### src/rtl/core/mandelbrot_escape_pixel_defines.svh
// Assertion macros for the Mandelbrot escape-time pixel block.
// Included by the files that carry concurrent assertions; no other dependencies.
`ifndef MANDELBROT_ESCAPE_PIXEL_DEFINES_SVH
`define MANDELBROT_ESCAPE_PIXEL_DEFINES_SVH

// Same-cycle implication, disabled while reset is asserted.
`define MEP_ASSERT_IMP(lbl, clk, rst_n, ante, cons, msg) \
  lbl: assert property (@(posedge clk) disable iff (!rst_n) (ante) |-> (cons)) \
    else $error(msg);

// Next-cycle implication, disabled while reset is asserted.
`define MEP_ASSERT_NXT(lbl, clk, rst_n, ante, cons, msg) \
  lbl: assert property (@(posedge clk) disable iff (!rst_n) (ante) |=> (cons)) \
    else $error(msg);

`endif

### src/rtl/core/mep_pkg.sv
// Shared constants and types for the Mandelbrot escape-time pixel block.
// No dependencies; imported by the interfaces and all modules.
package mep_pkg;

  localparam int COORD_WIDTH       = 32;
  localparam int FRAC_BITS         = COORD_WIDTH - 4;
  localparam int COUNT_WIDTH_DEF   = 16;
  localparam int INDEX_WIDTH_DEF   = 12;
  localparam int APB_DATA_WIDTH    = 32;
  localparam int REG_IDX_WIDTH     = 3;
  localparam int APB_ADDR_WIDTH    = REG_IDX_WIDTH + 2;
  localparam int ITER_LIMIT_RST    = 256;

  localparam logic [REG_IDX_WIDTH-1:0] REG_LEFT_EDGE       = 3'd0;
  localparam logic [REG_IDX_WIDTH-1:0] REG_BOTTOM_EDGE     = 3'd1;
  localparam logic [REG_IDX_WIDTH-1:0] REG_COLUMN_STEP     = 3'd2;
  localparam logic [REG_IDX_WIDTH-1:0] REG_ROW_STEP        = 3'd3;
  localparam logic [REG_IDX_WIDTH-1:0] REG_ITERATION_LIMIT = 3'd4;

  // Reset coordinates: -2.0, -1.0 and 2^-10 in Q4.28.
  localparam logic [COORD_WIDTH-1:0] LEFT_EDGE_RST   = 32'hE000_0000;
  localparam logic [COORD_WIDTH-1:0] BOTTOM_EDGE_RST = 32'hF000_0000;
  localparam logic [COORD_WIDTH-1:0] STEP_RST        = 32'h0004_0000;

  localparam logic [7:0] RED_HIGH = 8'd240;

  typedef struct packed {
    logic scale;     // register column*column_step and row*row_step
    logic origin;    // form c, clear z and the count
    logic square;    // register x*x, y*y, x*y
    logic step;      // advance z and the count
    logic load_out;  // move the result into the output register
  } dp_cmd_t;

  typedef struct packed {
    logic done;      // escaped or iteration limit reached
  } dp_status_t;

endpackage

### src/rtl/core/mep_ctrl.sv
// Controller: sequences point mapping, the square/update loop and hand-off of
// the result word. Issues dp_cmd_t to mep_datapath; depends on mep_pkg.
module mep_ctrl import mep_pkg::*; (
  input  logic       clk_i,
  input  logic       rst_ni,
  input  logic       in_valid_i,
  output logic       in_ready_o,
  output logic       out_valid_o,
  input  logic       out_ready_i,
  input  dp_status_t status_i,
  output dp_cmd_t    cmd_o
);

  localparam logic [2:0] S_IDLE   = 3'd0;
  localparam logic [2:0] S_ORIGIN = 3'd1;
  localparam logic [2:0] S_SQUARE = 3'd2;
  localparam logic [2:0] S_UPDATE = 3'd3;
  localparam logic [2:0] S_HOLD   = 3'd4;

  logic [2:0] state_q, state_d;
  logic       out_valid_q, out_valid_d;
  logic       out_free;

  // The output register can take a new word when empty or being drained.
  assign out_free = !out_valid_q || out_ready_i;

  always_comb begin
    state_d = state_q;
    cmd_o   = '0;
    unique case (state_q)
      S_IDLE: begin
        if (in_valid_i) begin
          cmd_o.scale = 1'b1;
          state_d     = S_ORIGIN;
        end
      end
      S_ORIGIN: begin
        cmd_o.origin = 1'b1;
        state_d      = S_SQUARE;
      end
      S_SQUARE: begin
        cmd_o.square = 1'b1;
        state_d      = S_UPDATE;
      end
      S_UPDATE: begin
        if (status_i.done) begin
          if (out_free) begin
            cmd_o.load_out = 1'b1;
            state_d        = S_IDLE;
          end else begin
            state_d = S_HOLD;
          end
        end else begin
          cmd_o.step = 1'b1;
          state_d    = S_SQUARE;
        end
      end
      S_HOLD: begin
        if (out_free) begin
          cmd_o.load_out = 1'b1;
          state_d        = S_IDLE;
        end
      end
      default: state_d = S_IDLE;
    endcase
  end

  always_comb begin
    if (cmd_o.load_out) begin
      out_valid_d = 1'b1;
    end else if (out_ready_i) begin
      out_valid_d = 1'b0;
    end else begin
      out_valid_d = out_valid_q;
    end
  end

  always_ff @(posedge clk_i or negedge rst_ni) begin
    if (!rst_ni) begin
      state_q     <= S_IDLE;
      out_valid_q <= 1'b0;
    end else begin
      state_q     <= state_d;
      out_valid_q <= out_valid_d;
    end
  end

  assign in_ready_o  = (state_q == S_IDLE);
  assign out_valid_o = out_valid_q;

endmodule

### config.mk
export PLATFORM = sky130hd
export DESIGN_NAME = mep_ctrl
export DESIGN_NICKNAME = d
export VERILOG_FILES = /design/src/rtl/core/mandelbrot_escape_pixel_defines.svh /design/src/rtl/core/mep_pkg.sv /design/src/rtl/core/mep_ctrl.sv
export SDC_FILE = /design/constraint.sdc
export NUM_CORES = 1
export LEC_CHECK = 0
export BUFFER_PORTS_ARGS = -buffer_cell sky130_fd_sc_hd__buf_2
export CAP_MARGIN = 5
export CORE_AREA = 2 2 39 41
export DETAILED_ROUTE_END_ITERATION = 10
export DIE_AREA = 0 0 41 43
export PLACE_DENSITY_LB_ADDON = 0.1
export SKIP_CTS_REPAIR_TIMING = 1
export SLEW_MARGIN = 5
export SYNTH_ARGS = -nofsm -noshare
export SYNTH_HDL_FRONTEND = slang
export SYNTH_SLANG_ARGS = --single-unit
export TNS_END_PERCENT = 100
### constraint.sdc
create_clock -name clk_i -period 2.3 [get_ports clk_i]
set_clock_uncertainty 0.05 [all_clocks]
set_input_delay 0.23 -clock clk_i [delete_from_list [all_inputs] [get_ports clk_i]]
set_output_delay 0.23 -clock clk_i [all_outputs]
set_load 0.02 [all_outputs]
==> key figures, run 1 <==
Worst setup path
  – Buffers & Inverters on Critical Path: 1
  – Crit path kind: reg -> out
  – Worst path slowest cell: dfrtp_1
  – Critical Path Start: state_q[0]$_DFFE_PN0P_
  – Delay-heaviest family, CP: flip-flops
  – Reg-to-Reg Start: state_q[0]$_DFFE_PN0P_
  – WP data required: about 2000 ps
  – Worst Setup Start Kind: flop
  – Slowest stage delay, CP: between 400 and 500 ps
  – Critical-path cell list: or3b_4, a21boi_1, buf_2
  – Worst setup EP type: output port
  – Peak fanout along the critical path: 9
  – CP arrival: approximately 1400 ps

Route
  – Post-route ant nets: 0
  – Via Count: between 200 and 250
  – Wirelength per Cell: 10.22 um
  – DRT iter0 DRCs: 4
  – Initial DRT Pass Iterations: 4
  – Drc violations: 0
  – Vias per cell: roughly 4.1
  – WL final: just over 500 um

Pwr
  – Combinational power share: approximately 44%
  – Sw Ratio: between 40% and 50%
  – Lkg Pwr: between 0.15 and 0.2 nW
  – Internal Dissipation: between 0.0002 and 0.00025 W
  – Sw power: between 0.00015 and 0.0002 W
  – Pwr per Cell Area: ~1300 nW/um^2
  – Power Total: 0.0004083 W
  – Reg power frac: between 30% and 40%
  – Clk pwr share: 21.2%
  – Maximum VDD drop: a little under 500 uV

Global route
  – GRT Overall Usage: under 10%
  – Pin count of the biggest net entering global routing: 10
  – Global-route wire length before repair: roughly 850 um
  – Number of global-route vias before repair: a little under 200
  – Gr ovfl total: 0
  – Initial antenna violation count: 0

STA
  – Final setup margin: ~580 ps
  – Tcrit/Tclk final: 74.86%
  – Final Slew Violations: 0
  – WHS: ~180 ps
  – Max Clk Rate: between 500 and 600 MHz
  – Final setup vio count: 0
  – Slew @ Worst Pin: 247.9 ps
  – Final hold vios: 0
  – Tmin final: between 1500 and 2000 ps
  – Slew margin rel.: a little over four fifths
  – Unrepaired setup endpoints after global routing: false
  – Setup TNS: 0 ps

Floorplanning
  – Ports: 12
  – Core Region: around 1400 um^2
  – Starting Density: 16.27%
  – Row Count: 14
  – Die height: 43 um
  – Die Wd: roughly 41 um
  – Die Area: roughly 1800 um^2

Logic synthesis
  – Compound-Gate Fraction of Synth Area: 11.67%
  – Mapped Area: 225.2 um^2
  – Instance count of the mapped netlist: 22
  – Xor and xnor fraction of the mapped netlist area: 0%
  – Post-synthesis mux area share: 0%
  – Syn avg cell area: 10.24 um^2
  – Seq/Total Area, Yosys: 44.44%
  – Post-synth net total: 27
  – Main combinational cell family by area after synthesis: simple AND/OR/NAND/NOR gates
  – Yosys Warn Count: 0
  – Yosys reg bits: 4
  – Distinct cells, synth: 16
  – Simple-gate share of the synthesized area: 35.00%
  – Synth Area in Adders: 0%

Clock tree
  – Htree depth: 1
  – Sink Count: 4
  – CTS tree: built
  – Clock transition at the registers of the reported paths: 40 ps
  – Number of buffers created by CTS: 3
  – Clk_lat worst skew: ~230 ps
  – Clock buffer depth: 2
  – Root Buffer: clkbuf_4

Placement
  – Dpl ws: a little over 800 ps
  – Post-DP HPWL: slightly below 400 um
  – IO buf count: 11
  – Post-place instance area: 280.3 um^2
  – GPL Wtd Cong: around 0.73

Layout
  – Most frequent cells in the layout: buf_2, dfrtp_1, clkbuf_4, nor3b_1, nor3_1
  – Area grow syn2layout: 38.89%
  – Layout cells sized above 1: 47.06%
  – Cell area after layout: 312.8 um^2
  – # diodes: 0
  – Nets: between 40 and 50
  – Most common cell after layout, fill and taps aside: buf_2

Run status
  – Status: finished, final reports clean

Hold path
  – Hold Crit Start: status_i
  – Worst hold path class: in -> reg

Run
  – # Max-Cap Violations: 0
-- metal layers --
layer / up-vias / GRT usage (%) / share of wire, %
met4: 0 / 8.000 / 2.3
met5: - / 0 / 0
met3: 2 / 3.141 / 6.1
met2: 8 / 8.750 / 42
li1: 103 / - / -
met1: 93 / 10.32 / 49
-- Yosys cell counts (all sizes together) --
| library cell | n | share of area [%] |
|---|---|---|
| dfrtp | 4 | 44 |
| buf | 3 | 8.9 |
| nor3 | 2 | 4.4 |
| nor3b | 2 | 6.7 |
| a21boi | 1 | 3.3 |
| a21oi | 1 | 2.2 |
| a31oi | 1 | 2.8 |
| and2 | 1 | 2.8 |
| and4bb | 1 | 5.6 |
| nand2b | 1 | 2.8 |
| nand3 | 1 | 2.2 |
| nand4b | 1 | 3.9 |
| nor2 | 1 | 1.7 |
| o21bai | 1 | 3.3 |
| or3b | 1 | 5.0 |
-- power groups by stage --
stage | Combinational (W) | Clock, W | Sequential (W)
6_report | 0.000181 | 0.0000867 | 0.000141
5_1_grt | 0.000200 | 0.0000963 | 0.000147
4_1_cts | 0.000183 | 0.0000910 | 0.000141
3_5_place_dp | 0.000182 | 0 | 0.000142
3_3_place_gp | 0.000184 | 0 | 0.000140
2_1_floorplan | 0.000164 | 0 | 0.000118
-- final cells by class --
cell class / instances / area (um^2)
Multi-Input combinational cell: 15 / 105.1
Fill cell: 163 / 1071
Sequential cell: 4 / 100.1
Tap cell: 16 / 20.02
Timing Repair Buffer: 12 / 65.06
Clock buffer: 3 / 22.52
-- path summary, 6_finish.rpt --
| kind | to | slack [ps] | cells after the start |
|---|---|---|---|
| worst max-delay path | cmd_o[0] | 580 | 3 |
| worst min-delay path | state_q[1]$_DFFE_PN0P_ | 180 | 2 |
| worst max register to register | state_q[2]$_DFFE_PN0P_ | 1140 | 2 |
| worst min register to register | out_valid_o$_DFFE_PN0P_ | 500 | 2 |
| max in group asynchronous | out_valid_o$_DFFE_PN0P_ | 1780 | 2 |
| min in group asynchronous | state_q[0]$_DFFE_PN0P_ | 290 | 2 |
-- per-stage QoR --
| stage | std cells | utilization (%) |
|---|---|---|
| 3_3_place_gp | 46 | 20.25 |
| 4_1_cts | 49 | 21.88 |
| 3_5_place_dp | 46 | 20.25 |
| 2_1_floorplan | 22 | - |
| 6_report | 50 | 22.60 |
| 5_1_grt | 50 | 22.60 |
-- kinds of logic (layout without fill, tap and decap cells) --
kind of cell	count (synthesis)	in the layout
AOI/OAI and AO/OA	4	4
and+or+nand+nor	11	11
buffers and inverters	3	15
DFF	4	4
-- state kept, by name (all words and copies together), names as in the netlist --
name         cells
out_valid_o      1
state_q          3
No activity file was read; power rests on OpenSTA's default activity.
==> inputs of run 2 (changes only) <==
- clock period: 2.3 -> 1.65 ns (I/O delays scaled with it)
==> key figures, run 2 (synthesis gave the netlist of run 1 again) <==
Run status
  – Status: finished, final reports clean

STA
  – Slew @ Worst Pin: 198.7 ps (-49.24 ps)
  – Final hold vios: 0 (unchanged)
  – Final setup vio count: 0 (unchanged)
  – Slew margin rel.: 86.65% (+3.2 points)
  – WHS: 87.18 ps (-89.36 ps)
  – Max Clk Rate: ~630 MHz
  – Final Slew Violations: 0 (unchanged)
  – Final setup margin: 62.33 ps (-515.8 ps)
  – Tcrit/Tclk final: a little over nine tenths
  – Tmin final: roughly 1600 ps
  – Unrepaired setup endpoints after global routing: false

Layout
  – # diodes: 0 (unchanged)
  – Layout cells sized above 1: 56.76% (+9.7 points)
  – Most flops, register: state_q
  – Most common cell after layout, fill and taps aside: buf_2
  – Area grow syn2layout: 51.11%
  – Max reg flops: 3 (unchanged)
  – Nets: 44 (+7.3%)
  – Most frequent cells in the layout: buf_2, buf_4, clkbuf_4
  – Fill cells: 152 (-6.7%)
  – Non-filler cells, final: 53 (+6.0%)
  – Cell area after layout: 340.3 um^2 (+8.8%)

Worst setup path
  – Delay-heaviest family, CP: flip-flops
  – Buffers & Inverters on Critical Path: 1 (unchanged)
  – Crit path kind: reg -> out
  – CP arrival: 1370 ps (-70 ps)
  – Worst path slowest cell: dfrtp_2
  – Peak fanout along the critical path: 6 (-3)
  – Slowest stage delay, CP: 420 ps (-30 ps)
  – Worst setup EP type: output port
  – WP data required: 1430 ps (-590 ps)
  – Register-to-Register Path Depth: 2 (unchanged)
  – Critical-path cell list: or3b_4, a21boi_1, buf_4
  – Worst Setup Start Kind: flop
  – Reg-to-Reg Start: state_q[0]$_DFFE_PN0P_
  – R2R Setup Slk: 520 ps (-620 ps)
  – Crit. path cell count: 3 (unchanged)
  – R2r endpoint: state_q[2]$_DFFE_PN0P_

Clock tree
  – Clk_lat worst skew: 230 ps (about the same)
  – Htree depth: 1 (unchanged)
  – Root Buffer: clkbuf_4
  – CTS tree: built
  – Clock buffer depth: 2 (unchanged)
  – Clock transition at the registers of the reported paths: 40 ps (about the same)
  – Sink Count: 4 (unchanged)
  – Number of buffers created by CTS: 3 (unchanged)

Global route
  – Initial antenna violation count: 0 (unchanged)
  – GRT Overall Usage: 7.638% (-0.20 points)
  – Number of global-route vias before repair: 202 (+1.5%)
  – Gr ovfl total: 0 (unchanged)
  – Global-route wire length before repair: 848 um (unchanged)
  – Pin count of the biggest net entering global routing: 10 (unchanged)

Placement
  – Dpl ws: 242.6 ps (-584.0 ps)
  – IO buf count: 11 (unchanged)
  – Dpl cells: 47 (+2.2%)
  – GPL Wtd Cong: 0.6644 (-9.1%)
  – Post-place instance area: 287.8 um^2 (+2.7%)

Hold path
  – WHS Path Cells: 2 (unchanged)
  – Hold Crit Start: status_i
  – Worst hold endpoint: state_q[1]$_DFFE_PN0P_
  – Worst hold path class: in -> reg

Floorplanning
  – Die Wd: 41 um (unchanged)
  – Ports: 12 (unchanged)
  – Die height: 43 um (unchanged)
  – Die Area: 1763 um^2 (unchanged)
  – Core Region: 1384 um^2 (unchanged)
  – Starting Density: 16.27% (unchanged)
  – Row Count: 14 (unchanged)

Pwr
  – Maximum VDD drop: 625.0 uV (+26%)
  – Lkg Pwr: 0.1633 nW (+7.7%)
  – Pwr per Cell Area: 1855 nW/um^2 (+42%)

Route
  – DRT iter0 DRCs: 2 (-2)
  – Wirelength per Cell: 10.04 um (-1.8%)
  – Vias per cell: 3.981 (-3.4%)
  – Via Count: 211 (+2.4%)
  – WL final: 532 um (+4.1%)
  – Initial DRT Pass Iterations: 2 (-2)
  – Drc violations: 0 (unchanged)
  – Post-route ant nets: 0 (unchanged)

Run
  – # Max-Cap Violations: 0 (unchanged)
-- run 2: how the worst max path moves through the flow --
stage                      startpoint        to  slack, ps
2_1_floorplan  state_q[0]$_DFFE_PN0P_  cmd_o[4]         90
5_1_grt        state_q[0]$_DFFE_PN0P_  cmd_o[0]          8
3_3_place_gp   state_q[0]$_DFFE_PN0P_  cmd_o[0]        260
6_report       state_q[0]$_DFFE_PN0P_  cmd_o[0]         60
4_1_cts        state_q[0]$_DFFE_PN0P_  cmd_o[0]        -10
3_5_place_dp   state_q[0]$_DFFE_PN0P_  cmd_o[0]        240
-- run 2: per-stage QoR --
step	utilization (%)	power, W	setup TNS (ps)
floorplan	-	0.0003941	0
global placement	20.80	0.0004680	0
detailed placement	20.80	0.0004643	0
CTS	22.42	0.0005959	-13.06
global route	24.59	0.0006874	0
finish	24.59	0.0006315	0
-- run 2: worst register-to-register path: cells and delay by family, from the launching register on --
| family | cells | cell delay (ps) |
|---|---|---|
| compound gates | 1 | 160 |
| flops | 1 | 420 |
| simple gates | 1 | 410 |
-- run 2: routing by layer --
layer  global-route usage, %  up-vias  part of all wire, %
met5                       0        -                    0
met4                   8.000        0                    0
met3                   3.141        0                  2.8
met2                   7.813        8                   43
met1                   10.65       95                   54
li1                        -      108                    -
-- run 2: layout make-up --
class / instances / area, um^2 / area share [%]
multi-input combinational: 15 / 105.1 / 30.88
sequential: 4 / 102.6 / 30.15
timing repair buffer: 15 / 90.09 / 26.47
clock buffer: 3 / 22.52 / 6.618
tap: 16 / 20.02 / 5.882
-- run 2: power breakdown --
part           internal, W  switching [W]
registers         0.000140      0.0000343
clock network    0.0000813      0.0000398
logic             0.000150       0.000187
