`src/rtl/core/mandelbrot_escape_pixel_defines.svh`:
```
// Assertion macros for the Mandelbrot escape-time pixel block.
// Included by the files that carry concurrent assertions; no other dependencies.
`ifndef MANDELBROT_ESCAPE_PIXEL_DEFINES_SVH
`define MANDELBROT_ESCAPE_PIXEL_DEFINES_SVH

// Same-cycle implication, disabled while reset is asserted.
`define MEP_ASSERT_IMP(lbl, clk, rst_n, ante, cons, msg) \
  lbl: assert property (@(posedge clk) disable iff (!rst_n) (ante) |-> (cons)) \
    else $error(msg);

// Next-cycle implication, disabled while reset is asserted.
`define MEP_ASSERT_NXT(lbl, clk, rst_n, ante, cons, msg) \
  lbl: assert property (@(posedge clk) disable iff (!rst_n) (ante) |=> (cons)) \
    else $error(msg);

`endif

```
`src/rtl/core/mep_pkg.sv`:
```
// Shared constants and types for the Mandelbrot escape-time pixel block.
// No dependencies; imported by the interfaces and all modules.
package mep_pkg;

  localparam int COORD_WIDTH       = 32;
  localparam int FRAC_BITS         = COORD_WIDTH - 4;
  localparam int COUNT_WIDTH_DEF   = 16;
  localparam int INDEX_WIDTH_DEF   = 12;
  localparam int APB_DATA_WIDTH    = 32;
  localparam int REG_IDX_WIDTH     = 3;
  localparam int APB_ADDR_WIDTH    = REG_IDX_WIDTH + 2;
  localparam int ITER_LIMIT_RST    = 256;

  localparam logic [REG_IDX_WIDTH-1:0] REG_LEFT_EDGE       = 3'd0;
  localparam logic [REG_IDX_WIDTH-1:0] REG_BOTTOM_EDGE     = 3'd1;
  localparam logic [REG_IDX_WIDTH-1:0] REG_COLUMN_STEP     = 3'd2;
  localparam logic [REG_IDX_WIDTH-1:0] REG_ROW_STEP        = 3'd3;
  localparam logic [REG_IDX_WIDTH-1:0] REG_ITERATION_LIMIT = 3'd4;

  // Reset coordinates: -2.0, -1.0 and 2^-10 in Q4.28.
  localparam logic [COORD_WIDTH-1:0] LEFT_EDGE_RST   = 32'hE000_0000;
  localparam logic [COORD_WIDTH-1:0] BOTTOM_EDGE_RST = 32'hF000_0000;
  localparam logic [COORD_WIDTH-1:0] STEP_RST        = 32'h0004_0000;

  localparam logic [7:0] RED_HIGH = 8'd240;

  typedef struct packed {
    logic scale;     // register column*column_step and row*row_step
    logic origin;    // form c, clear z and the count
    logic square;    // register x*x, y*y, x*y
    logic step;      // advance z and the count
    logic load_out;  // move the result into the output register
  } dp_cmd_t;

  typedef struct packed {
    logic done;      // escaped or iteration limit reached
  } dp_status_t;

endpackage

```
`src/rtl/core/mep_regs.sv`:
```
// APB configuration registers: view window, pixel steps and iteration limit.
// Depends on mep_pkg.
module mep_regs import mep_pkg::*; #(
  parameter int COUNT_WIDTH = COUNT_WIDTH_DEF
) (
  input  logic                          clk_i,
  input  logic                          rst_ni,
  input  logic                          psel_i,
  input  logic                          penable_i,
  input  logic                          pwrite_i,
  input  logic [APB_ADDR_WIDTH-1:0]     paddr_i,
  input  logic [APB_DATA_WIDTH-1:0]     pwdata_i,
  output logic [APB_DATA_WIDTH-1:0]     prdata_o,
  output logic                          pready_o,
  output logic signed [COORD_WIDTH-1:0] left_edge_o,
  output logic signed [COORD_WIDTH-1:0] bottom_edge_o,
  output logic signed [COORD_WIDTH-1:0] column_step_o,
  output logic signed [COORD_WIDTH-1:0] row_step_o,
  output logic [COUNT_WIDTH-1:0]        iteration_limit_o
);

  logic [COORD_WIDTH-1:0]   left_edge_q, bottom_edge_q, column_step_q, row_step_q;
  logic [COUNT_WIDTH-1:0]   limit_q;
  logic [REG_IDX_WIDTH-1:0] reg_idx;
  logic                     wr_en;

  assign reg_idx  = paddr_i[APB_ADDR_WIDTH-1:2];
  assign wr_en    = psel_i && penable_i && pwrite_i;
  assign pready_o = 1'b1;

  always_ff @(posedge clk_i or negedge rst_ni) begin
    if (!rst_ni) begin
      left_edge_q   <= LEFT_EDGE_RST;
      bottom_edge_q <= BOTTOM_EDGE_RST;
      column_step_q <= STEP_RST;
      row_step_q    <= STEP_RST;
      limit_q       <= COUNT_WIDTH'(ITER_LIMIT_RST);
    end else if (wr_en) begin
      unique case (reg_idx)
        REG_LEFT_EDGE:       left_edge_q   <= pwdata_i[COORD_WIDTH-1:0];
        REG_BOTTOM_EDGE:     bottom_edge_q <= pwdata_i[COORD_WIDTH-1:0];
        REG_COLUMN_STEP:     column_step_q <= pwdata_i[COORD_WIDTH-1:0];
        REG_ROW_STEP:        row_step_q    <= pwdata_i[COORD_WIDTH-1:0];
        REG_ITERATION_LIMIT: limit_q       <= pwdata_i[COUNT_WIDTH-1:0];
        default: ;
      endcase
    end
  end

  always_comb begin
    unique case (reg_idx)
      REG_LEFT_EDGE:       prdata_o = left_edge_q;
      REG_BOTTOM_EDGE:     prdata_o = bottom_edge_q;
      REG_COLUMN_STEP:     prdata_o = column_step_q;
      REG_ROW_STEP:        prdata_o = row_step_q;
      REG_ITERATION_LIMIT: prdata_o = APB_DATA_WIDTH'(limit_q);
      default:             prdata_o = '0;
    endcase
  end

  assign left_edge_o       = left_edge_q;
  assign bottom_edge_o     = bottom_edge_q;
  assign column_step_o     = column_step_q;
  assign row_step_o        = row_step_q;
  assign iteration_limit_o = limit_q;

endmodule

```
`config.mk`:
```
export PLATFORM = sky130hd
export DESIGN_NAME = mep_regs
export DESIGN_NICKNAME = d
export VERILOG_FILES = /design/src/rtl/core/mandelbrot_escape_pixel_defines.svh /design/src/rtl/core/mep_pkg.sv /design/src/rtl/core/mep_regs.sv
export SDC_FILE = /design/constraint.sdc
export NUM_CORES = 1
export LEC_CHECK = 0
export ABC_CLOCK_PERIOD_IN_PS = 1900
export BUFFER_PORTS_ARGS = -buffer_cell sky130_fd_sc_hd__buf_2
export CORE_ASPECT_RATIO = 0.75
export CORE_MARGIN = 5
export CORE_UTILIZATION = 48
export CTS_CLUSTER_DIAMETER = 100
export DETAILED_ROUTE_END_ITERATION = 10
export GPL_TIMING_DRIVEN = 1
export HOLD_SLACK_MARGIN = 0.15
export PLACE_DENSITY = 0.83
export RECOVER_POWER = 50
export SYNTH_ARGS = -nofsm -noshare
export SYNTH_HDL_FRONTEND = slang
export SYNTH_SLANG_ARGS = --single-unit
```
`constraint.sdc`:
```
create_clock -name clk_i -period 1.9 [get_ports clk_i]
set_input_delay 0.095 -clock clk_i [delete_from_list [all_inputs] [get_ports clk_i]]
set_output_delay 0.095 -clock clk_i [all_outputs]
set_load 0.03 [all_outputs]
```
==> results by group, run 1 <==
Pwr
  • Seq pwr share: 37.3%
  • Sw power: 4011 uW
  • Logic pwr share: 31.3%
  • P_int: about 7300 uW
  • Total power per unit cell area: 1265 nW/um^2
  • Total power: 11320 uW
  • Switching Share: 35.43%
  • Static leakage: 0.004464 uW
  • Clock power share: 31.5%
  • Max IR drop VDD: 0.0006846 V

Worst setup path
  • CP startpoint kind: primary input
  • Crit-path slowest cell: nor2b_1
  • Levels on crit path: 6
  • Cell family contributing the most delay on the critical path: simple AND/OR/NAND/NOR gates
  • Critical path's most frequent cell: buf_2
  • FF-to-FF path depth: 1
  • CP peak stage delay: 0.76 ns
  • Setup crit end kind: output port
  • Critical setup path kind: in2out
  • Cell Chain, Critical Path: buf_2 -> nor2b_1 -> buf_4 -> a32oi_1 -> o21ai_0 -> buf_2
  • CP required: 1.80 ns
  • Worst Path Max Fanout: 11
  • Worst EP arrival: 1.70 ns
  • CP Buf/Inv Count: 3

Layout
  • ANT cells: 0
  • Final instance area: 8955 sq um
  • Layout cells sized above 1: 57.30%
  • Final nets: between 700 and 800
  • Fill count: 1024
  • Commonest non-fill, non-tap cells in the layout: buf_2, dfrtp_1, mux2_2
  • Leading cell type in the layout, fill and taps excluded: buf_2
  • P&R area growth vs syn: 32.34%

Yosys
  • Synth Register Bits: 144
  • Synth Cell Area: 6766 sq um
  • Mapped Cells: 432
  • Syn. warnings: 0
  • Sequential area share after synthesis: 53.44%
  • Syn avg cell area: 15.66 sq um
  • Post-synth cell types: 23
  • Syn nets: 474

Placement
  • Input/output buffers: approximately 220
  • Post-Place Cell Area: 8117 sq um
  • Dpl hpwl: approximately 13000 um
  • Routability cong.: 0.8320

Global routing
  • Global-route wire length before repair: roughly 30000 um
  • Initial antenna violation count: 0
  • Vias in the first global route: 5364
  • GRT Residual Overflow: 0
  • Largest net degree at the start of global routing: 53
  • Total track usage: 23.17%

Timing
  • Part of the cycle the worst path needs: 94.54%
  • Fmax: about 560 MHz
  • Fin crit period: 1.796 ns
  • Final Skew: 0 ns
  • Worst Max-Slew Pin Slew: 1.115 ns
  • Final hold vios: 0
  • RSZ-0062 raised after global routing: false
  • Final setup vio count: 0
  • Slew HR: 25.66%
  • Setup TNS: 0 ns
  • Final Max Slew Viols: 0

Die
  • Row cnt: 37
  • I/O pin count: 219
  • Die area: 16600 sq um
  • Initial Utilization: 49.21%
  • Chip width: 147.1 um
  • Core area: 13750 sq um
  • Die span in y: between 100 and 150 um

Clock network
  • Clk_lat worst skew: 0.39 ns
  • CTS buffer count: 17
  • Postcts setup bufs: 0
  • CTS root buf: clkbuf_16
  • CTS Buffer Depth: 2
  • CTS H-tree lvls: 4
  • CTS clk-pin slew, worst paths: 0.06 ns
  • CTS tree: done
  • Sink Count: 144
  • Cts repair resizes: 0

Detailed routing
  • Drt first pass iters: 4
  • WL final: 19100 um
  • Via density: approximately 5.6
  • Starting DRT DRC Count: 271
  • Routed Antenna Nets: 0
  • Drt wl/cell: 21.70 um
  • Routed vias: 4890
  • Drt drc: 0

Job
  • Max cap viols: 0

Min path
  • Worst Hold Depth: 5
  • Tightest Hold Check Type: in2reg

Outcome
  • Status: finished, final reports clean
[Yosys cell counts]
library cell    n  area [sq um]
nor3b_4         1         18.77
mux4_2         16         360.4
clkbuf_1       12         45.04
nand3_1         1         5.000
inv_4           1         6.260
nor2b_1        19         118.9
mux2_4         60         900.9
conb_1          1         3.750
dfrtp_1       134          3353
a32oi_1        16         140.1
mux2_1          5         56.30
buf_4           3         22.52
nor3_2          2         20.02
o21ai_0        16         80.08
buf_2          12         60.06
or3_1           2         12.51
nor2_1          1         3.750
mux2_2         95          1070
dfstp_2        10         262.8
a22oi_1        16         120.1
buf_6           7         78.83
inv_1           1         3.750
nand4b_4        1         23.77
[flip-flops by register name, summed over array words and instances (netlist names)]
signal             flops
iteration_limit_o     16
row_step_o            32
left_edge_o           32
bottom_edge_o         32
column_step_o         32
[worst paths after layout]
| kind | startpoint | slack, ns | end |
|---|---|---|---|
| setup / recovery | paddr_i[4] | 0.10 | prdata_o[10] |
| hold / removal | penable_i | 0.42 | iteration_limit_o[3]$_DFFE_PN0P_ |
| setup reg to reg | bottom_edge_o[25]$_DFFE_PN0P_ | 1.08 | bottom_edge_o[25]$_DFFE_PN0P_ |
| hold reg to reg | column_step_o[19]$_DFFE_PN0P_ | 0.52 | column_step_o[19]$_DFFE_PN0P_ |
| max in group asynchronous | rst_ni | 0.38 | bottom_edge_o[28]$_DFFE_PN1P_ |
| min in group asynchronous | rst_ni | 0.44 | column_step_o[30]$_DFFE_PN0P_ |
[cell families (layout without fill, tap and decap cells)]
kind of cell | Yosys count | in the layout | share of synthesized area [%]
mux | 176 | 176 | 35.28
flops | 144 | 144 | 53.44
compound gates | 48 | 48 | 5.030
buf+inv | 36 | 309 | 3.199
simple gates | 27 | 27 | 2.995
other cells | 1 | 1 | 0.05542
[metal layers]
layer / share of wire (%) / up-vias / global-route usage, %
li1: - / 2132 / -
met1: 41 / 2517 / 29.11
met2: 50 / 215 / 38.74
met3: 7.3 / 26 / 6.485
met4: 1.9 / 0 / 8.442
met5: 0 / - / 0
[tightest hold or removal path, cell delays in order]
cell     delay, ns
buf_2         0.12
nand3_1       0.15
nor3b_4       0.07
buf_4         0.15
mux2_2        0.21
[what timing repair did]
item / in CTS / in global routing
hold buffers: 33 / 0
endpoints found under the setup margin: 0 / 0
hold endpoints to repair: 283 / 0
[through the flow]
stage               hold slack [ns]  instances  util [%]  setup slack [ns]
floorplan                   -0.2006        432         -            0.2110
global placement            0.04778        815     59.03            0.1654
detailed placement          0.05102        815     59.03            0.1362
CTS                          0.1920        880     66.07            0.1534
global route                 0.4071        880     65.13           0.03057
finish                       0.4168        880     65.13            0.1036
[power groups by stage]
stage          Sequential, uW  Clock (uW)  Combinational, uW
6_report                 4220        3560               3540
3_3_place_gp             4190           0               3520
5_1_grt                  4300        3780               3730
2_1_floorplan            5350           0               1250
3_5_place_dp             4250           0               3580
4_1_cts                  4200        3630               3640
[area by class of cell]
class / instances / area, sq um / area share (%)
multi-input combinational: 252 / 2927 / 32.68
clock inverter: 11 / 176.4 / 1.970
sequential: 144 / 3616 / 40.38
inverter: 2 / 10.01 / 0.1118
clock buffer: 21 / 460.4 / 5.142
tap: 175 / 219.0 / 2.445
timing repair buffer: 275 / 1546 / 17.27
Power figures use the tool's default switching activity.
==> run 2: changes to the inputs <==
CORE_UTILIZATION = 55   (was 48)
==> results by group, run 2 (synthesized netlist as in run 1, its figures left out) <==
Pwr
  • Max IR drop VDD: 0.0008460 V (+24%)
  • Clock power share: 30.9% (-0.6 points)
  • Sw power: 4041 uW (+0.75%)
  • Logic pwr share: 31.5% (+0.2 points)
  • Seq pwr share: 37.6% (+0.3 points)
  • Total power per unit cell area: 1266 nW/um^2 (+0.13%)
  • Static leakage: 0.004482 uW (+0.40%)
  • P_int: 7232 uW (-1.1%)
  • Switching Share: 35.85% (+0.42 points)

Placement
  • Routability cong.: 0.8557 (+2.8%)
  • Post-Place Cell Area: 8105 sq um (-0.14%)
  • Dpl cells: 806 (-1.1%)
  • Dpl hpwl: 13290 um (-0.16%)
  • Input/output buffers: 215 (unchanged)
  • Place WS: 0.2430 ns (+0.1068 ns)

Worst setup path
  • Worst EP arrival: 1.64 ns (-0.06 ns)
  • CP startpoint kind: flip-flop
  • Cell family contributing the most delay on the critical path: multiplexers
  • CP peak stage delay: 0.48 ns (-0.28 ns)
  • R2R Setup Slk: 1.06 ns (-0.02 ns)
  • Worst Path Max Fanout: 3 (-8)
  • CP Buf/Inv Count: 1 (-2)
  • Reg-to-reg endpoint: column_step_o[7]$_DFFE_PN0P_
  • Crit-path slowest cell: mux4_2
  • R2R Path Start: column_step_o[7]$_DFFE_PN0P_
  • Critical setup path kind: reg2out
  • Worst setup startpoint: row_step_o[28]$_DFFE_PN0P_
  • FF-to-FF path depth: 1 (unchanged)
  • Setup crit end kind: output port
  • CP required: 1.80 ns (about the same)
  • Cell Chain, Critical Path: mux4_2 -> nor2b_1 -> buf_2

Global routing
  • Initial antenna violation count: 0 (unchanged)
  • GRT Residual Overflow: 0 (unchanged)
  • M2 GR Usage: 44.08% (+5.3 points)
  • Global-route wire length before repair: 31260 um (+3.7%)
  • Largest net degree at the start of global routing: 56 (+5.7%)
  • Total track usage: 26.91% (+3.7 points)
  • Vias in the first global route: 5522 (+2.9%)
  • Grt met1 use: 34.13% (+5.0 points)
  • Most used routing layer: met2
  • Met3 Use GR: 8.498% (+2.0 points)

Clock network
  • Post-CTS Hold Buffers: 33 (unchanged)
  • CTS clk-pin slew, worst paths: 0.06 ns (about the same)
  • Cts repair resizes: 0 (unchanged)
  • CTS Buffer Depth: 2 (unchanged)
  • Postcts setup bufs: 0 (unchanged)
  • CTS tree: done
  • CTS buffer count: 17 (unchanged)
  • Clk_lat worst skew: 0.41 ns (+0.02 ns)
  • Sink Count: 144 (unchanged)
  • CTS H-tree lvls: 4 (unchanged)
  • CTS root buf: clkbuf_16

Die
  • Die area: 14640 sq um (-12%)
  • Row cnt: 35 (-5.4%)
  • Core area: 12170 sq um (-11%)
  • Die span in y: 106.1 um (-6.0%)
  • Initial Utilization: 55.58% (+6.4 points)
  • Chip width: 138.1 um (-6.1%)
  • I/O pin count: 219 (unchanged)

Min path
  • Tightest Hold Check Type: in2async

Timing
  • RSZ-0062 raised after global routing: false
  • Setup TNS: 0 ns (unchanged)
  • Fmax: 576.2 MHz (+3.5%)
  • Final hold vios: 0 (unchanged)
  • Final Max Slew Viols: 0 (unchanged)
  • Part of the cycle the worst path needs: 91.34% (-3.2 points)
  • Final setup vio count: 0 (unchanged)
  • Worst Max-Slew Pin Slew: 0.9216 ns (-0.1936 ns)
  • Setup WS post-layout: 0.1645 ns (+0.06080 ns)
  • Slew HR: 38.56% (+13 points)
  • Final Skew: 0 ns (unchanged)
  • Fin crit period: 1.736 ns (-0.06080 ns)

Job
  • Max cap viols: 0 (unchanged)

Detailed routing
  • Via density: 5.693 (+2.4%)
  • Drt drc: 0 (unchanged)
  • Starting DRT DRC Count: 226 (-17%)
  • Drt first pass iters: 7 (+3)
  • Routed Antenna Nets: 0 (unchanged)
  • Drt wl/cell: 22.23 um (+2.4%)
  • Routed vias: 4964 (+1.5%)
  • WL final: 19390 um (+1.5%)

Layout
  • Final nets: 734 (unchanged)
  • Final instance area: 8904 sq um (-0.57%)
  • P&R area growth vs syn: 31.58%
  • Final core utilization: 73.13% (+8.0 points)
  • Layout cells sized above 1: 58.01% (+0.71 points)
  • Commonest non-fill, non-tap cells in the layout: buf_2, dfrtp_1, mux2_2
  • Final std cells w/o fill: 872 (-0.91%)
  • Leading cell type in the layout, fill and taps excluded: buf_2

Outcome
  • Status: finished, final reports clean
-- run 2: cell count changes in the layout (fill, tap and decap cells not counted), sizes merged --
cell | before | now
clkbuf | 79 | 71
buf | 184 | 190
clkinv | 0 | 5
clkinvlp | 4 | 1
diode | 0 | 1
-- run 2: worst max-delay path by stage --
| stage | to | slack, ns | cells past startpoint |
|---|---|---|---|
| finish | prdata_o[28] | 0.16 | 3 |
| global route | prdata_o[11] | 0.1 | 4 |
| CTS | prdata_o[28] | 0.16 | 3 |
| detailed placement | left_edge_o[24]$_DFFE_PN0P_ | 0.24 | 5 |
| global placement | prdata_o[0] | 0.25 | 7 |
| floorplan | prdata_o[0] | 0.21 | 6 |
-- run 2: metrics by stage --
step           hold slack, ns  total power (uW)
2_1_floorplan         -0.2006              6597
3_3_place_gp          0.08218              7696
3_5_place_dp          0.08797              7834
4_1_cts                0.2174             11380
5_1_grt                0.2565             11690
6_report               0.1998             11270
-- run 2: final cells by class --
cell class | count | area [sq um]
Sequential cell | 144 | 3616
Fill cell | 839 | 3271
Multi-Input combinational cell | 252 | 2919
Timing Repair Buffer | 275 | 1533
Clock buffer | 19 | 432.9
Tap cell | 166 | 207.7
Clock inverter | 13 | 182.7
Inverter | 2 | 10.01
Antenna cell | 1 | 2.502
-- run 2: power by group through the flow --
stage | Combinational (uW) | Clock [uW] | Sequential, uW
floorplan | 1250 | 0 | 5350
global placement | 3500 | 0 | 4200
detailed placement | 3570 | 0 | 4260
CTS | 3640 | 3520 | 4220
global route | 3740 | 3640 | 4310
finish | 3550 | 3490 | 4240
-- run 2: routing by layer --
metal  part of all wire (%)  up-vias
met3                    7.9       37
met4                    2.4        0
li1                       -     2137
met1                     42     2541
met2                     48      249
met5                      0        -
==> run 3: changes to the inputs <==
BUFFER_PORTS_ARGS = -buffer_cell sky130_fd_sc_hd__buf_4   (was -buffer_cell sky130_fd_sc_hd__buf_2)
==> results by group, run 3 (synthesized netlist as in run 1, its figures left out) <==
Outcome
  • Status: finished, final reports clean

Clock network
  • Postcts setup bufs: 0 (unchanged)
  • CTS Buffer Depth: 2 (unchanged)
  • CTS clk-pin slew, worst paths: 0.06 ns (about the same)
  • CTS H-tree lvls: 4 (unchanged)
  • Clk_lat worst skew: 0.40 ns (about the same)
  • CTS tree: done
  • CTS root buf: clkbuf_16
  • Post-CTS Hold Buffers: 33 (unchanged)
  • Cts repair resizes: 0 (unchanged)
  • Sink Count: 144 (unchanged)
  • CTS buffer count: 17 (unchanged)

Detailed routing
  • Drt drc: 0 (unchanged)
  • Routed vias: 5005 (+0.83%)
  • Routed Antenna Nets: 0 (unchanged)
  • Met2 routed WL: 9885 um (+5.9%)
  • WL met1: 8247 um (+2.4%)
  • Drt first pass iters: 5 (-2)
  • Highest routed layer: met4
  • WL final: 19780 um (+2.0%)
  • Starting DRT DRC Count: 349 (+54%)
  • DR WL met3: 1354 um (-12%)
  • Drt wl/cell: 22.76 um (+2.4%)
  • Via density: 5.759 (+1.2%)

Timing
  • Part of the cycle the worst path needs: 91.57% (+0.22 points)
  • Final setup vio count: 0 (unchanged)
  • RSZ-0062 raised after global routing: false
  • Slew HR: 14.36% (-24 points)
  • Worst Max-Slew Pin Slew: 1.285 ns (+0.3631 ns)
  • Fin crit period: 1.740 ns (+0.004254 ns)
  • Final Skew: 0 ns (unchanged)
  • Final Max Slew Viols: 0 (unchanged)
  • Setup TNS: 0 ns (unchanged)
  • Hold_ws: 0.3919 ns (+0.1922 ns)
  • Final hold vios: 0 (unchanged)
  • Fmax: 574.8 MHz (-0.24%)

Die
  • I/O pin count: 219 (unchanged)
  • Core area: 12170 sq um (unchanged)
  • Chip width: 138.1 um (unchanged)
  • Die span in y: 106.1 um (unchanged)
  • Initial Utilization: 55.58% (unchanged)
  • Die area: 14640 sq um (unchanged)
  • Row cnt: 35 (unchanged)

Worst setup path
  • Cell family contributing the most delay on the critical path: flip-flops
  • R2R Path Start: column_step_o[19]$_DFFE_PN0P_
  • Cell Chain, Critical Path: mux2_2 -> a32oi_1 -> o21ai_0 -> buf_4
  • CP required: 1.80 ns (about the same)
  • Critical setup path kind: reg2out
  • Setup crit end kind: output port
  • CP startpoint kind: flip-flop
  • Levels on crit path: 4 (+1)
  • Reg-to-reg endpoint: column_step_o[19]$_DFFE_PN0P_
  • R2R Setup Slk: 1.08 ns (+0.02 ns)
  • CP peak stage delay: 0.41 ns (-0.07 ns)
  • FF-to-FF path depth: 1 (unchanged)
  • Crit-path slowest cell: dfrtp_1
  • Worst EP arrival: 1.64 ns (about the same)
  • Worst Path Max Fanout: 3 (unchanged)
  • CP Buf/Inv Count: 1 (unchanged)

Layout
  • ANT cells: 0 (-1)
  • Final std cells w/o fill: 869 (-0.34%)
  • Layout cells sized above 1: 61.17% (+3.2 points)
  • Commonest non-fill, non-tap cells in the layout: buf_4, dfrtp_1, mux2_2
  • Final nets: 732 (-0.27%)
  • Final core utilization: 77.02% (+3.9 points)
  • Leading cell type in the layout, fill and taps excluded: buf_4
  • P&R area growth vs syn: 38.57%

Pwr
  • Total power per unit cell area: 1238 nW/um^2 (-2.2%)
  • Max IR drop VDD: 0.0007496 V (-11%)
  • Total power: 11610 uW (+2.9%)
  • Static leakage: 0.004614 uW (+3.0%)

Placement
  • Input/output buffers: 215 (unchanged)
  • Dpl cells: 804 (-0.25%)
  • Routability cong.: 0.8523 (-0.40%)
  • Dpl hpwl: 13420 um (+0.99%)

Global routing
  • Largest net degree at the start of global routing: 51 (-8.9%)
  • Global-route wire length before repair: 31230 um (-0.11%)
  • Total track usage: 27.02% (+0.11 points)
  • Initial antenna violation count: 0 (unchanged)
  • GRT Residual Overflow: 0 (unchanged)
  • Vias in the first global route: 5427 (-1.7%)

Min path
  • Hold Crit Endpoint: iteration_limit_o[10]$_DFFE_PN0P_
  • Hold_sp: penable_i
  • Tightest Hold Check Type: in2reg
  • Worst Hold Depth: 5

Job
  • Max cap viols: 0 (unchanged)
[run 3: worst max-delay path by stage]
stage                          startpoint                                to
6_report       row_step_o[13]$_DFFE_PN0P_                      prdata_o[13]
5_1_grt                            rst_ni  iteration_limit_o[8]$_DFFE_PN1P_
4_1_cts        row_step_o[13]$_DFFE_PN0P_                      prdata_o[13]
3_5_place_dp                   paddr_i[3]         row_step_o[3]$_DFFE_PN0P_
3_3_place_gp                   paddr_i[3]         row_step_o[4]$_DFFE_PN0P_
2_1_floorplan                  paddr_i[2]                       prdata_o[0]
[run 3: report_power, final]
group	leakage [uW]	switching [uW]	internal [uW]
combinational	0.00250	2230	1710
clock	0.000293	1300	2100
sequential	0.00182	558	3700
total	0.00461	4090	7510
[run 3: layout make-up]
type | instances | area [sq um]
timing repair buffer | 273 | 2028
multi-input combinational | 252 | 2912
clock buffer | 19 | 442.9
tap | 166 | 207.7
fill | 783 | 2798
clock inverter | 13 | 160.2
sequential | 144 | 3616
inverter | 2 | 10.01
[run 3: routing by layer]
| metal | vias to the layer above | global-route usage (%) |
|---|---|---|
| li1 | 2129 | - |
| met1 | 2633 | 34.96 |
| met2 | 215 | 45.19 |
| met3 | 28 | 7.149 |
| met4 | 0 | 8.039 |
| met5 | - | 0 |
[run 3: metrics by stage]
step           instance area, sq um  setup slack [ns]
2_1_floorplan                  6766            0.2110
3_3_place_gp                   8601            0.2260
3_5_place_dp                   8601            0.2098
4_1_cts                        9534            0.1492
5_1_grt                        9376           0.06350
6_report                       9376            0.1602
